<file path="config.mk">
export PLATFORM = sky130hd
export DESIGN_NAME = audio_frame_level_meter
export DESIGN_NICKNAME = d
export VERILOG_FILES = /design/src/rtl/core/aflm_pkg.sv /design/src/rtl/core/audio_frame_level_meter.sv /design/src/rtl/core/aflm_front.sv /design/src/rtl/core/aflm_queue.sv /design/src/rtl/core/aflm_back.sv
export SDC_FILE = /design/constraint.sdc
export NUM_CORES = 2
export LEC_CHECK = 0
export ABC_AREA = 0
export BUFFER_PORTS_ARGS = -buffer_cell sky130_fd_sc_hd__buf_2
export CORE_MARGIN = 5
export CORE_UTILIZATION = 70
export CTS_CLUSTER_DIAMETER = 150
export DETAILED_ROUTE_END_ITERATION = 8
export HOLD_SLACK_MARGIN = 0.15
export PLACE_DENSITY_LB_ADDON = 0.08
export SYNTH_ARGS = -nofsm -noshare
export SYNTH_HDL_FRONTEND = slang
export SYNTH_SLANG_ARGS = --single-unit
</file>
<file path="constraint.sdc">
create_clock -name clk -period 19.69 [get_ports clk]
set_input_delay 0 -clock clk [delete_from_list [all_inputs] [get_ports clk]]
set_output_delay 0 -clock clk [all_outputs]
set_load 0.02 [all_outputs]
</file>
<file path="src/rtl/core/aflm_pkg.sv">
// Shared types and constants for the audio frame level meter.
// Used by the front, queue, back and top files; depends on nothing.
package aflm_pkg;

  localparam int MAX_FRAME = 512;
  localparam int CNT_W = $clog2(MAX_FRAME + 1);
  localparam int SUM_W = 40;
  localparam int QDEPTH = 4;
  localparam int QPTR_W = $clog2(QDEPTH);
  localparam logic [SUM_W-1:0] SUM_MAX = {SUM_W{1'b1}};
  localparam logic signed [15:0] DB_FLOOR = -16'sd23040;
  localparam logic [31:0] DB_K = 32'd101008905;
  localparam logic [23:0] RMS_MAX = 24'd8388608;
  localparam logic [4:0] SHIFT_RESET = 5'd14;
  localparam logic signed [15:0] THRESH_RESET = -16'sd9728;

  localparam logic REG_INPUT_SHIFT = 1'b0;
  localparam logic REG_VOICE_THRESH = 1'b1;

  typedef struct packed {
    logic signed [31:0] raw_word;
    logic last;
  } in_item_t;

  typedef struct packed {
    logic signed [15:0] pcm_sample;
    logic frame_done;
    logic [23:0] rms_level;
    logic [15:0] peak_level;
    logic signed [15:0] dbfs_level;
    logic voice_flag;
    logic [31:0] frames_seen;
  } out_item_t;

  // one classified sample passed from front to back
  typedef struct packed {
    logic signed [15:0] pcm;
    logic done;
    logic [SUM_W-1:0] sum;
    logic [CNT_W-1:0] count;
    logic [15:0] peak;
  } job_t;

  typedef enum logic [2:0] {
    ST_IDLE, ST_DIV, ST_SQRT, ST_LOGN, ST_LOGSQ, ST_DBMUL, ST_OUT
  } back_state_t;

endpackage

</file>
<file path="src/rtl/core/audio_frame_level_meter.sv">
// Audio frame level meter top: config registers, front, job queue, back.
// Depends on aflm_pkg, aflm_front, aflm_queue, aflm_back.
//
// Usage: push raw 32-bit slot words with a last mark while full is low;
// one result per sample appears on result while empty is low and is taken
// with pop. Each result carries the saturated PCM sample and the stats held
// from the most recent completed frame (frame_done marks the closing one).
// Sequencing: an inner sample passes the back sequencer in take, output, pop;
// a frame-closing sample also runs the 56-step divider, the root (load, 28
// steps, finish) and, for a nonzero level, the 16-step log squaring loop.
// The back takes the next sample only after the last result is popped. The
// front accumulates at one sample per cycle while full is low into a 4-entry
// queue, so short bursts are absorbed. An accepted sample enters the queue,
// is taken by the back in ST_IDLE, and its result is registered in ST_OUT.
// Reset clears all frame state, shift to 14, threshold to -38 dB, and
// empties the queue. When the receiver stalls the result register holds,
// the back stops, the queue fills, and full rises.
module audio_frame_level_meter (
  input  logic clk,
  input  logic rst,
  input  logic push,
  output logic full,
  input  aflm_pkg::in_item_t in_item,
  output logic empty,
  input  logic pop,
  output aflm_pkg::out_item_t result,
  input  logic cfg_we,
  input  logic cfg_index,
  input  logic [15:0] cfg_data
);

  logic [4:0] input_shift;
  logic signed [15:0] voice_threshold_db;
  aflm_pkg::job_t fjob, qjob;
  logic qempty, take;

  always_ff @(posedge clk) begin
    if (rst) begin
      input_shift <= aflm_pkg::SHIFT_RESET;
      voice_threshold_db <= aflm_pkg::THRESH_RESET;
    end else if (cfg_we) begin
      case (cfg_index)
        aflm_pkg::REG_INPUT_SHIFT: input_shift <= cfg_data[4:0];
        aflm_pkg::REG_VOICE_THRESH: voice_threshold_db <= cfg_data;
        default: ;
      endcase
    end
  end

  aflm_front u_front (.clk, .rst, .input_shift, .in_valid(push && !full),
    .in_item, .job(fjob));

  aflm_queue u_queue (.clk, .rst, .wr(push), .wdata(fjob), .full,
    .rd(take), .rdata(qjob), .empty(qempty));

  aflm_back u_back (.clk, .rst, .voice_threshold_db, .job_avail(!qempty),
    .job(qjob), .job_take(take), .out_item(result), .empty, .pop);

endmodule

</file>
<file path="src/rtl/core/aflm_front.sv">
// Front: shift/saturate, per-frame accumulation and frame-end detection.
// Depends on aflm_pkg.
module aflm_front (
  input  logic clk,
  input  logic rst,
  input  logic [4:0] input_shift,
  input  logic in_valid,
  input  aflm_pkg::in_item_t in_item,
  output aflm_pkg::job_t job
);

  logic [aflm_pkg::SUM_W-1:0] square_sum;
  logic [aflm_pkg::CNT_W-1:0] sample_count;
  logic [15:0] running_peak;

  logic signed [31:0] shifted;
  logic signed [15:0] s;
  logic [15:0] mag;
  logic [31:0] sq;
  logic [aflm_pkg::SUM_W:0] sum_wide;
  logic [aflm_pkg::SUM_W-1:0] sum_next;
  logic [aflm_pkg::CNT_W-1:0] count_next;
  logic [15:0] peak_next;
  logic done;

  always_comb begin
    shifted = in_item.raw_word >>> input_shift;
    if (shifted > 32'sd32767) s = 16'sd32767;
    else if (shifted < -32'sd32768) s = -16'sd32768;
    else s = shifted[15:0];
    mag = s[15] ? 16'(-s) : 16'(s);
    sq = mag * mag;
    sum_wide = {1'b0, square_sum} + {{(aflm_pkg::SUM_W - 31){1'b0}}, sq};
    sum_next = sum_wide[aflm_pkg::SUM_W] ? aflm_pkg::SUM_MAX : sum_wide[aflm_pkg::SUM_W-1:0];
    count_next = sample_count + 1'b1;
    peak_next = (mag > running_peak) ? mag : running_peak;
    done = in_item.last || (count_next >= aflm_pkg::CNT_W'(aflm_pkg::MAX_FRAME));
    job.pcm = s;
    job.done = done;
    job.sum = sum_next;
    job.count = count_next;
    job.peak = peak_next;
  end

  always_ff @(posedge clk) begin
    if (rst) begin
      square_sum <= '0;
      sample_count <= '0;
      running_peak <= '0;
    end else if (in_valid) begin
      if (done) begin
        square_sum <= '0;
        sample_count <= '0;
        running_peak <= '0;
      end else begin
        square_sum <= sum_next;
        sample_count <= count_next;
        running_peak <= peak_next;
      end
    end
  end

endmodule

</file>
<file path="src/rtl/core/aflm_queue.sv">
// Small FIFO of classified jobs between front and back.
// Depends on aflm_pkg.
module aflm_queue (
  input  logic clk,
  input  logic rst,
  input  logic wr,
  input  aflm_pkg::job_t wdata,
  output logic full,
  input  logic rd,
  output aflm_pkg::job_t rdata,
  output logic empty
);

  aflm_pkg::job_t mem [aflm_pkg::QDEPTH];
  logic [aflm_pkg::QPTR_W-1:0] wptr, rptr;
  logic [aflm_pkg::QPTR_W:0] fill;

  assign full = fill == (aflm_pkg::QPTR_W + 1)'(aflm_pkg::QDEPTH);
  assign empty = fill == '0;
  assign rdata = mem[rptr];

  always_ff @(posedge clk) begin
    if (wr && !full) mem[wptr] <= wdata;
  end

  always_ff @(posedge clk) begin
    if (rst) begin
      wptr <= '0;
      rptr <= '0;
      fill <= '0;
    end else begin
      if (wr && !full) wptr <= wptr + 1'b1;
      if (rd && !empty) rptr <= rptr + 1'b1;
      fill <= fill + (aflm_pkg::QPTR_W + 1)'(wr && !full) - (aflm_pkg::QPTR_W + 1)'(rd && !empty);
    end
  end

endmodule

</file>
<file path="src/rtl/core/aflm_back.sv">
// Back: frame-end divide, square root, log2 and dB scaling; holds stats
// and the output register. Depends on aflm_pkg.
module aflm_back (
  input  logic clk,
  input  logic rst,
  input  logic signed [15:0] voice_threshold_db,
  input  logic job_avail,
  input  aflm_pkg::job_t job,
  output logic job_take,
  output aflm_pkg::out_item_t out_item,
  output logic empty,
  input  logic pop
);

  aflm_pkg::back_state_t state, state_next;

  logic [23:0] held_rms;
  logic [15:0] held_peak;
  logic signed [15:0] held_dbfs;
  logic held_voice;
  logic [31:0] frame_counter;

  logic signed [15:0] cur_pcm;
  logic cur_done;
  logic [15:0] cur_peak;

  // restoring divider: 56-bit dividend (sum << 16) by count
  logic [55:0] quo;
  logic [aflm_pkg::CNT_W:0] rem;
  logic [aflm_pkg::CNT_W-1:0] divisor;
  logic [5:0] step;
  // sqrt
  logic [55:0] sx;
  logic [55:0] sres;
  logic [57:0] sbit;
  // log
  logic [4:0] lexp;
  logic [31:0] lm;
  logic [15:0] lfrac;
  logic [23:0] rms_c;
  logic [20:0] dd;
  logic [48:0] prod;

  logic [aflm_pkg::CNT_W:0] rem_sh;
  logic [57:0] strial;
  logic [63:0] msq;
  logic [31:0] msq30;
  logic [4:0] e_c;
  logic [20:0] lg;
  logic [32:0] magr;
  logic signed [15:0] db_c;
  logic out_full;

  always_comb begin
    rem_sh = {rem[aflm_pkg::CNT_W-1:0], quo[55]};
    strial = {2'b0, sres} + sbit;
    msq = lm * lm;
    msq30 = msq[61:30];
    e_c = '0;
    for (int i = 1; i < 24; i++) if (rms_c[i]) e_c = 5'(i);
    lg = {lexp, lfrac};
    dd = 21'(23 << 16) - lg;
    magr = 33'((64'(dd) * aflm_pkg::DB_K + 64'h8000_0000) >> 32);
    if (rms_c == '0) db_c = aflm_pkg::DB_FLOOR;
    else if (lg >= 21'(23 << 16)) db_c = 16'sd0;
    else if (prod[48:0] > 49'd23040) db_c = aflm_pkg::DB_FLOOR;
    else db_c = -$signed(prod[15:0]);
  end

  always_comb begin
    state_next = state;
    case (state)
      aflm_pkg::ST_IDLE:
        if (job_avail && !out_full) state_next = job.done ? aflm_pkg::ST_DIV : aflm_pkg::ST_OUT;
      aflm_pkg::ST_DIV: if (step == 6'd55) state_next = aflm_pkg::ST_SQRT;
      aflm_pkg::ST_SQRT: if (sbit == '0) state_next = aflm_pkg::ST_LOGN;
      aflm_pkg::ST_LOGN: state_next = (rms_c == '0) ? aflm_pkg::ST_DBMUL : aflm_pkg::ST_LOGSQ;
      aflm_pkg::ST_LOGSQ: if (step == 6'd15) state_next = aflm_pkg::ST_DBMUL;
      aflm_pkg::ST_DBMUL: state_next = aflm_pkg::ST_OUT;
      aflm_pkg::ST_OUT: state_next = aflm_pkg::ST_IDLE;
      default: state_next = aflm_pkg::ST_IDLE;
    endcase
  end

  always_comb begin
    job_take = (state == aflm_pkg::ST_IDLE) && job_avail && !out_full;
  end

  assign empty = !out_full;

  always_ff @(posedge clk) begin
    if (rst) state <= aflm_pkg::ST_IDLE;
    else state <= state_next;
  end

  always_ff @(posedge clk) begin
    case (state)
      aflm_pkg::ST_IDLE: begin
        cur_pcm <= job.pcm;
        cur_done <= job.done;
        cur_peak <= job.peak;
        quo <= {job.sum, 16'b0};
        rem <= '0;
        divisor <= job.count;
        step <= '0;
      end
      aflm_pkg::ST_DIV: begin
        if (rem_sh >= {1'b0, divisor}) rem <= rem_sh - {1'b0, divisor};
        else rem <= rem_sh;
        quo <= {quo[54:0], rem_sh >= {1'b0, divisor}};
        step <= step + 1'b1;
        sres <= '0;
        sbit <= 58'(1) << 54;
      end
      aflm_pkg::ST_SQRT: begin
        if (step == 6'd56) begin
          sx <= quo;
          step <= '0;
        end else if (sbit != '0) begin
          if ({2'b0, sx} >= strial) begin
            sx <= 56'({2'b0, sx} - strial);
            sres <= 56'((sres >> 1) + sbit);
          end else begin
            sres <= sres >> 1;
          end
          sbit <= sbit >> 2;
        end
        if (sbit == '0 || (sbit >> 2) == '0) rms_c <= (sres > 56'(aflm_pkg::RMS_MAX))
          ? aflm_pkg::RMS_MAX : sres[23:0];
      end
      aflm_pkg::ST_LOGN: begin
        lexp <= e_c;
        lm <= 32'({8'b0, rms_c} << (5'd30 - e_c));
        lfrac <= '0;
        step <= '0;
      end
      aflm_pkg::ST_LOGSQ: begin
        if (msq30[31:31] != 1'b0 || msq30 >= 32'h8000_0000) begin
          lm <= msq30 >> 1;
          lfrac <= {lfrac[14:0], 1'b1};
        end else begin
          lm <= msq30;
          lfrac <= {lfrac[14:0], 1'b0};
        end
        step <= step + 1'b1;
      end
      aflm_pkg::ST_DBMUL: begin
        prod <= 49'(magr);
      end
      default: ;
    endcase
  end

  // out register and held stats
  always_ff @(posedge clk) begin
    if (rst) begin
      out_full <= 1'b0;
      held_rms <= '0;
      held_peak <= '0;
      held_dbfs <= aflm_pkg::DB_FLOOR;
      held_voice <= 1'b0;
      frame_counter <= '0;
    end else begin
      if (pop && out_full) out_full <= 1'b0;
      if (state == aflm_pkg::ST_OUT) begin
        out_full <= 1'b1;
        out_item.pcm_sample <= cur_pcm;
        out_item.frame_done <= cur_done;
        if (cur_done) begin
          held_rms <= rms_c;
          held_peak <= cur_peak;
          held_dbfs <= db_c;
          held_voice <= db_c > voice_threshold_db;
          frame_counter <= frame_counter + 1'b1;
          out_item.rms_level <= rms_c;
          out_item.peak_level <= cur_peak;
          out_item.dbfs_level <= db_c;
          out_item.voice_flag <= db_c > voice_threshold_db;
          out_item.frames_seen <= frame_counter + 1'b1;
        end else begin
          out_item.rms_level <= held_rms;
          out_item.peak_level <= held_peak;
          out_item.dbfs_level <= held_dbfs;
          out_item.voice_flag <= held_voice;
          out_item.frames_seen <= frame_counter;
        end
      end
    end
  end

`ifndef SYNTH
  a_take_idle: assert property (@(posedge clk) disable iff (rst)
    job_take |-> state == aflm_pkg::ST_IDLE) else $error("take outside idle");
  a_no_overwrite: assert property (@(posedge clk) disable iff (rst)
    state == aflm_pkg::ST_OUT |-> !out_full || pop) else $error("result overwritten");
  a_count: assert property (@(posedge clk) disable iff (rst)
    (state == aflm_pkg::ST_OUT && cur_done) |=> frame_counter == $past(frame_counter) + 1)
    else $error("frame count slip");
`endif

endmodule
</file>
Yosys cells after proc, flatten, opt, wreduce, memory -nomap -nowiden
Memory sizes are Yosys's and may differ from the RTL's. A register that Yosys moved wholly into a read port is not among the register bits.
Cells that the tools add are included.
Word-level totals
  bits in writable memories: 332
  latch bits: 0
  output and inout bits: 108
  memories kept: 1
  memory bits (read-only): 0
  register bits: 687
Memory list
  u_queue.mem: words 4, bits a word 83, read ports 1, clocked after Yosys merged registers in 1, wr ports 1, RTL line aflm_queue.sv:14  | aflm_pkg::job_t mem [aflm_pkg::QDEPTH];
Cells by class
  equal/unequal tests: 17
  $mul: 3
  add/subtract/negate cells: 17
  shifts and indexed selects: 2
  div/mod/pow operators: 0
  muxes and demuxes: 67
  magnitude comparators: 11
  bitwise operators: 2
  reductions and logical operators: 36
Operators with widths (number)
  56-bit two-way mux: 6
  56-bit case mux with 2 select lines: 2
  16-bit two-way mux: 8
  58-bit zero test: 2
  58-bit two-way mux: 2
  58-bit case mux with 2 select lines: 1
  5-bit two-way mux: 22
  89-bit two-way mux: 1
  40-bit two-way mux: 2
  32-bit case mux with 2 select lines: 1
  32-bit by 32-bit multiplier with 62-bit output: 1
  56-bit by 58-bit adder with 58-bit output: 1
  56-bit by 58-bit >= comparator with 1-bit output: 1
  58-bit nonzero test: 1
  55-bit by 56-bit adder with 56-bit output: 1
  56-bit by 24-bit > comparator with 1-bit output, second input constant: 1
  56-bit subtractor: 1
  48-bit by 32-bit adder with 49-bit output, second input constant: 1
  21-bit by 27-bit multiplier with 48-bit output, second input constant: 1
  40-bit by 32-bit adder with 41-bit output: 1
  32-bit by 1-bit adder with 32-bit output, second input constant: 1
  32-bit >= comparator, second input constant: 1
  16-bit > comparator: 2
  32-bit by 15-bit > comparator with 1-bit output, second input constant: 1
  46 further kinds: 93

Logic depth before layout (Yosys ltp)
  word-level depth: 26
  depth in mapped cells: 48

Modules after synthesis
Synthesis repeated with hierarchy kept, for this count alone.
Second synthesis, totals
  cell total of the unflattened synthesis: 9189
  area, all modules: 95205.1 µm²
Modules (own cells, without submodules)
  aflm_back: cells an instance 6896, area each 66968.0 µm², seq. area each 15524.9 µm², times used 1
  aflm_front: cells an instance 1717, area each 14834.2 µm², seq. area each 1321.3 µm², times used 1
  aflm_queue: cells an instance 484, area each 12449.4 µm², seq. area each 10149.7 µm², times used 1
  audio_frame_level_meter: cells an instance 92, area each 953.4 µm², seq. area each 420.4 µm², times used 1

Least setup slack after synthesis
No wires, ideal clock.
  kind: flip-flop to flip-flop
  start: reg input_shift[0]
  end: reg u_front.square_sum[37] in the netlist's numbering
  clock period less this slack: 10378 ps
  slack: 9312 ps
  required time: 19595 ps
  arrival time: 10282 ps
  cell stages (with the launch flop): 44
  cells stage by stage: dfxtp_1 buf_6 buf_6 mux2i_1 mux4_2 o21ai_0 nand4_1 or3_1 nor2_1 nor3_2 buf_2 o21ai_0 inv_1 ha_1 and2_1 a22oi_1 nand2_1 xnor2_1 [8 not listed] fa_1 fa_1 inv_1 fa_1 inv_1 ha_1 nand4_1 nor3_1 o211ai_1 o211a_1 o21ba_2 o221a_2 o31ai_1 a311o_1 nand3_1 clkbuf_1 a21o_1 a221oi_1
On the way
  cells in the longest elaborated chain, start to end: 10
  elaborated cells on any way between the ends: 11
  those cells by class: 2 x add/sub; 1 x mul; 2 x order compare; 1 x shift; 5 x mux
Ends and longest elaborated chain
  start, declared: RTL line audio_frame_level_meter.sv:32  | logic [4:0] input_shift;
  start signal, assigned: RTL line audio_frame_level_meter.sv:39  | input_shift <= aflm_pkg::SHIFT_RESET;
  start signal, assigned: RTL line audio_frame_level_meter.sv:43  | aflm_pkg::REG_INPUT_SHIFT: input_shift <= cfg_data[4:0];
  32-bit by 5-bit >>> shifter with 32-bit output *: RTL line aflm_front.sv:27  | shifted = in_item.raw_word >>> input_shift;
  32-bit by 16-bit < comparator with 1-bit output: RTL line aflm_front.sv:29  | else if (shifted < -32'sd32768) s = -16'sd32768;
  16-bit two-way mux: RTL line aflm_front.sv:29
  16-bit two-way mux *: RTL line aflm_front.sv:28  | if (shifted > 32'sd32767) s = 16'sd32767;
  16-bit negator: RTL line aflm_front.sv:31  | mag = s[15] ? 16'(-s) : 16'(s);
  16-bit two-way mux *: RTL line aflm_front.sv:31
  16-bit by 16-bit multiplier with 32-bit output *: RTL line aflm_front.sv:32  | sq = mag * mag;
  40-bit by 32-bit adder with 41-bit output *: RTL line aflm_front.sv:33  | sum_wide = {1'b0, square_sum} + {{(aflm_pkg::SUM_W - 31){1'b0}}, sq};
  40-bit two-way mux *: RTL line aflm_front.sv:34  | sum_next = sum_wide[aflm_pkg::SUM_W] ? aflm_pkg::SUM_MAX : sum_wide[aflm_pkg::SUM_W-1:0];
  40-bit two-way mux *: RTL line aflm_front.sv:51  | if (done) begin
  end signal, assigned: RTL line aflm_front.sv:56  | square_sum <= sum_next;
  end, declared: RTL line aflm_front.sv:12  | logic [aflm_pkg::SUM_W-1:0] square_sum;
Every way passes the cells marked *; elsewhere a longest branch is shown, timed or not.
A chain may end at the register's enable or synchronous reset.

==> impl_metrics.toml <==
[cells_and_area]
drive_gt1_share_pct = 7.993
final_cell_mix = "inv_1, fa_1, nand2_1"
regArea_sq_um = 27430
multi_input_area_sq_um = 58260
fill_cells = 8917
layout_commonest_cell = "inv_1"
fin_nets = 10920
synthToLayoutAreaGrowth_pct = 7.198

[floorplanning]
design.portCount = 163
initial_core_util_pct = 70.41
rows = 133
coreArea_sq_um = 131500
fp.dieW_microns = 373.6
die_area_sq_um = 139600
fp.dieH_microns = 373.6

[synthesis]
yosys_warnings = 0
synth_fa_ha_area_share_pct = 34.30
syn_avg_cell_area_sq_um = 10.40
synth_area_sq_um = 92560
synth-edff-count = 787
synth_xor_area_share_pct = 3.470
synthMuxAreaShare_pct = 4.630
synth_top_flop_cell = "edfxtp_1"
async_flop_share_pct = 0
yosysTopAreaCellShare_pct = 25.53
synth_top_family_by_area = "adder cells"
synth_top_area_cell = "edfxtp_1"
yosys.area_share.simple_pct = 11.82
synthTopCellsByArea = "edfxtp_1, fa_1, ha_1"
ys_ff_latch = 976
syn_inst = 8901
ys_seq_area_share_pct = 29.62
synthDistinctLibCells = 99
synth_compound_area_share_pct = 8.447

[job]
maxCapViolCount = 0

[routing]
drc = 0
dr.pass1.iters = 6
vias_per_cell = 6.143
wl_microns = 243100
vias = 66550
drtIter0Drc = 6421
antenna_left = 0
wl_per_cell_microns = 22.44

[placement]
numPortBuffers = 162
finalWeightedCongestion = 0.9808
dp_hpwl_microns = 182100
place_ws_ps = 6885

[cts]
clock-sinks = 976
clk_latency_ps = 740
cts-resized-gates = 0
cts_setup_buffers = 0
ctsLongestPathBuffers = 3
hold_buffers = 64
tritoncts = "yes"
clk_pin_slew_worst_paths_ps = 70
cts_buffers = 100
cts_root_buf = "clkbuf_16"
cts-htree-levels = 3

[sta]
worst_pin_slew_ps = 1411
period_share_pct = 65.70
hold_viol_final = 0
relSlewSlack_pct = 5.666
setup_ws_ps = 6754
max_freq_mhz = 77.31
grt_setup_unrepaired = "no"
clock_skew_ps = 89.76
fin_setup_tns_ps = 0
final-max-slew-violation-count = 0
fin_crit_ps = 12940
setup-violations-final = 0

[global_route]
grt_use_total_pct = 35.10
grt_overflow = 0
grt_start_max_net_pins = 99
first_global_vias = 68780
antenna_found_initial = 12
grt_pass1_wl_microns = 384300

[setup_path]
path_max_fanout = 59
startpoint_type = "register"
required_ps = 20350
cpMaxStageDelayCell = "nand3_2"
worstSetupPathType = "register to register"
path_common_cell = "fa_1"
arrival_ps = 13600
cp_slowest_stage_delay_ps = 720
cp-end-kind = "register"

[outcome]
outcome = "finished, final reports clean"

[worst_hold_path]
hp-class = "primary input to register"
worst max-delay path: cells and delay by family (launching register included):
| kind | cells | cell delay, ps |
|---|---|---|
| adder cells (fa/ha/maj) | 8 | 3810 |
| AO/OA/AOI/OAI | 11 | 3220 |
| AND/OR/NAND/NOR | 9 | 2460 |
| buffers and inverters | 8 | 1640 |
| multiplexers | 2 | 1210 |
| flip-flops | 1 | 310 |
| XOR/XNOR | 1 | 140 |
logic make-up after synthesis:
group,count (synthesis)
AND/OR/NAND/NOR,2325
adder cells (fa/ha/maj),1876
buffers and inverters,1876
AO/OA/AOI/OAI,1206
flip-flops,976
XOR/XNOR,365
multiplexers,275
other,2
cell type report:
type / count / share of cell area (%)
inverters: 1524 / 5.765
diodes: 8 / 0.02018
flip-flops and latches: 976 / 27.64
clock buffers: 140 / 2.837
clock inverters: 48 / 0.5901
well taps: 1755 / 2.213
repair buffers: 325 / 2.218
multi-input cells: 6057 / 58.72
cells in the mapped netlist (all sizes together) (23+ instances only):
library cell,number
a211oi,46
a21o,119
a21oi,324
a22o,49
a31oi,69
and2,302
and3,83
buf,57
clkbuf,295
dfxtp,189
edfxtp,787
fa,1103
ha,773
inv,1515
mux2,85
mux2i,76
mux4,114
nand2,974
nand2b,47
nand3,111
nand4,68
nor2,448
nor2b,73
nor3,68
nor4,38
o211ai,23
o21a,43
o21ai,263
o21bai,31
o31ai,40
or2,24
or3,26
xnor2,175
xor2,190
registers in the layout (all words and copies together), names as in the netlist, 17 cells and up, named ones only:
name and count:
u_queue.mem 332, u_back.out_item 106, u_back.quo 56, u_back.sres 56, u_back.sx 56, u_front.square_sum 40, u_back.frame_counter 32, u_back.lm 32
u_back.sbit 28, u_back.held_rms 24, u_back.rms_c 24, u_back.prod 17
final timing paths:
kind / slack, ps / from / endpoint / cells past startpoint
setup / recovery: 6750 / input_shift[0]$_SDFFE_PP0P_ / u_front.square_sum[9]$_SDFFE_PP0P_ / 39
hold / removal: 380 / rst / u_back.frame_counter[5]$_SDFFE_PP0P_ / 3
setup reg to reg: 6750 / input_shift[0]$_SDFFE_PP0P_ / u_front.square_sum[9]$_SDFFE_PP0P_ / 39
hold reg to reg: 420 / u_back.cur_pcm[8]$_DFFE_PN_ / u_back.out_item[98]$_DFFE_PP_ / 0
layer usage:
metal | wire, microns | vias to the layer above | global-route usage, %
li1 | - | 29700 | -
met4 | 8772 | 10 | 10.92
met2 | 110800 | 3136 | 54.75
met1 | 98170 | 33130 | 49.23
met3 | 25320 | 578 | 8.823
met5 | 61 | - | 0
per-stage QoR:
step                      util [%]  hold WS [ps]  cell area (sq um)  instances
after floorplan                  -         117.9              92590       8909
after global placement       72.39         217.7              95170      10570
after detailed placement     72.39         220.5              95170      10570
after CTS                    75.46         309.1              99210      10830
after global routing         75.46         383.5              99210      10830
final                        75.48         383.1              99230      10830
Power is left out: the tool's default activity adds up to more than one toggle a clock period on the data nets, which glitch-free logic cannot reach.
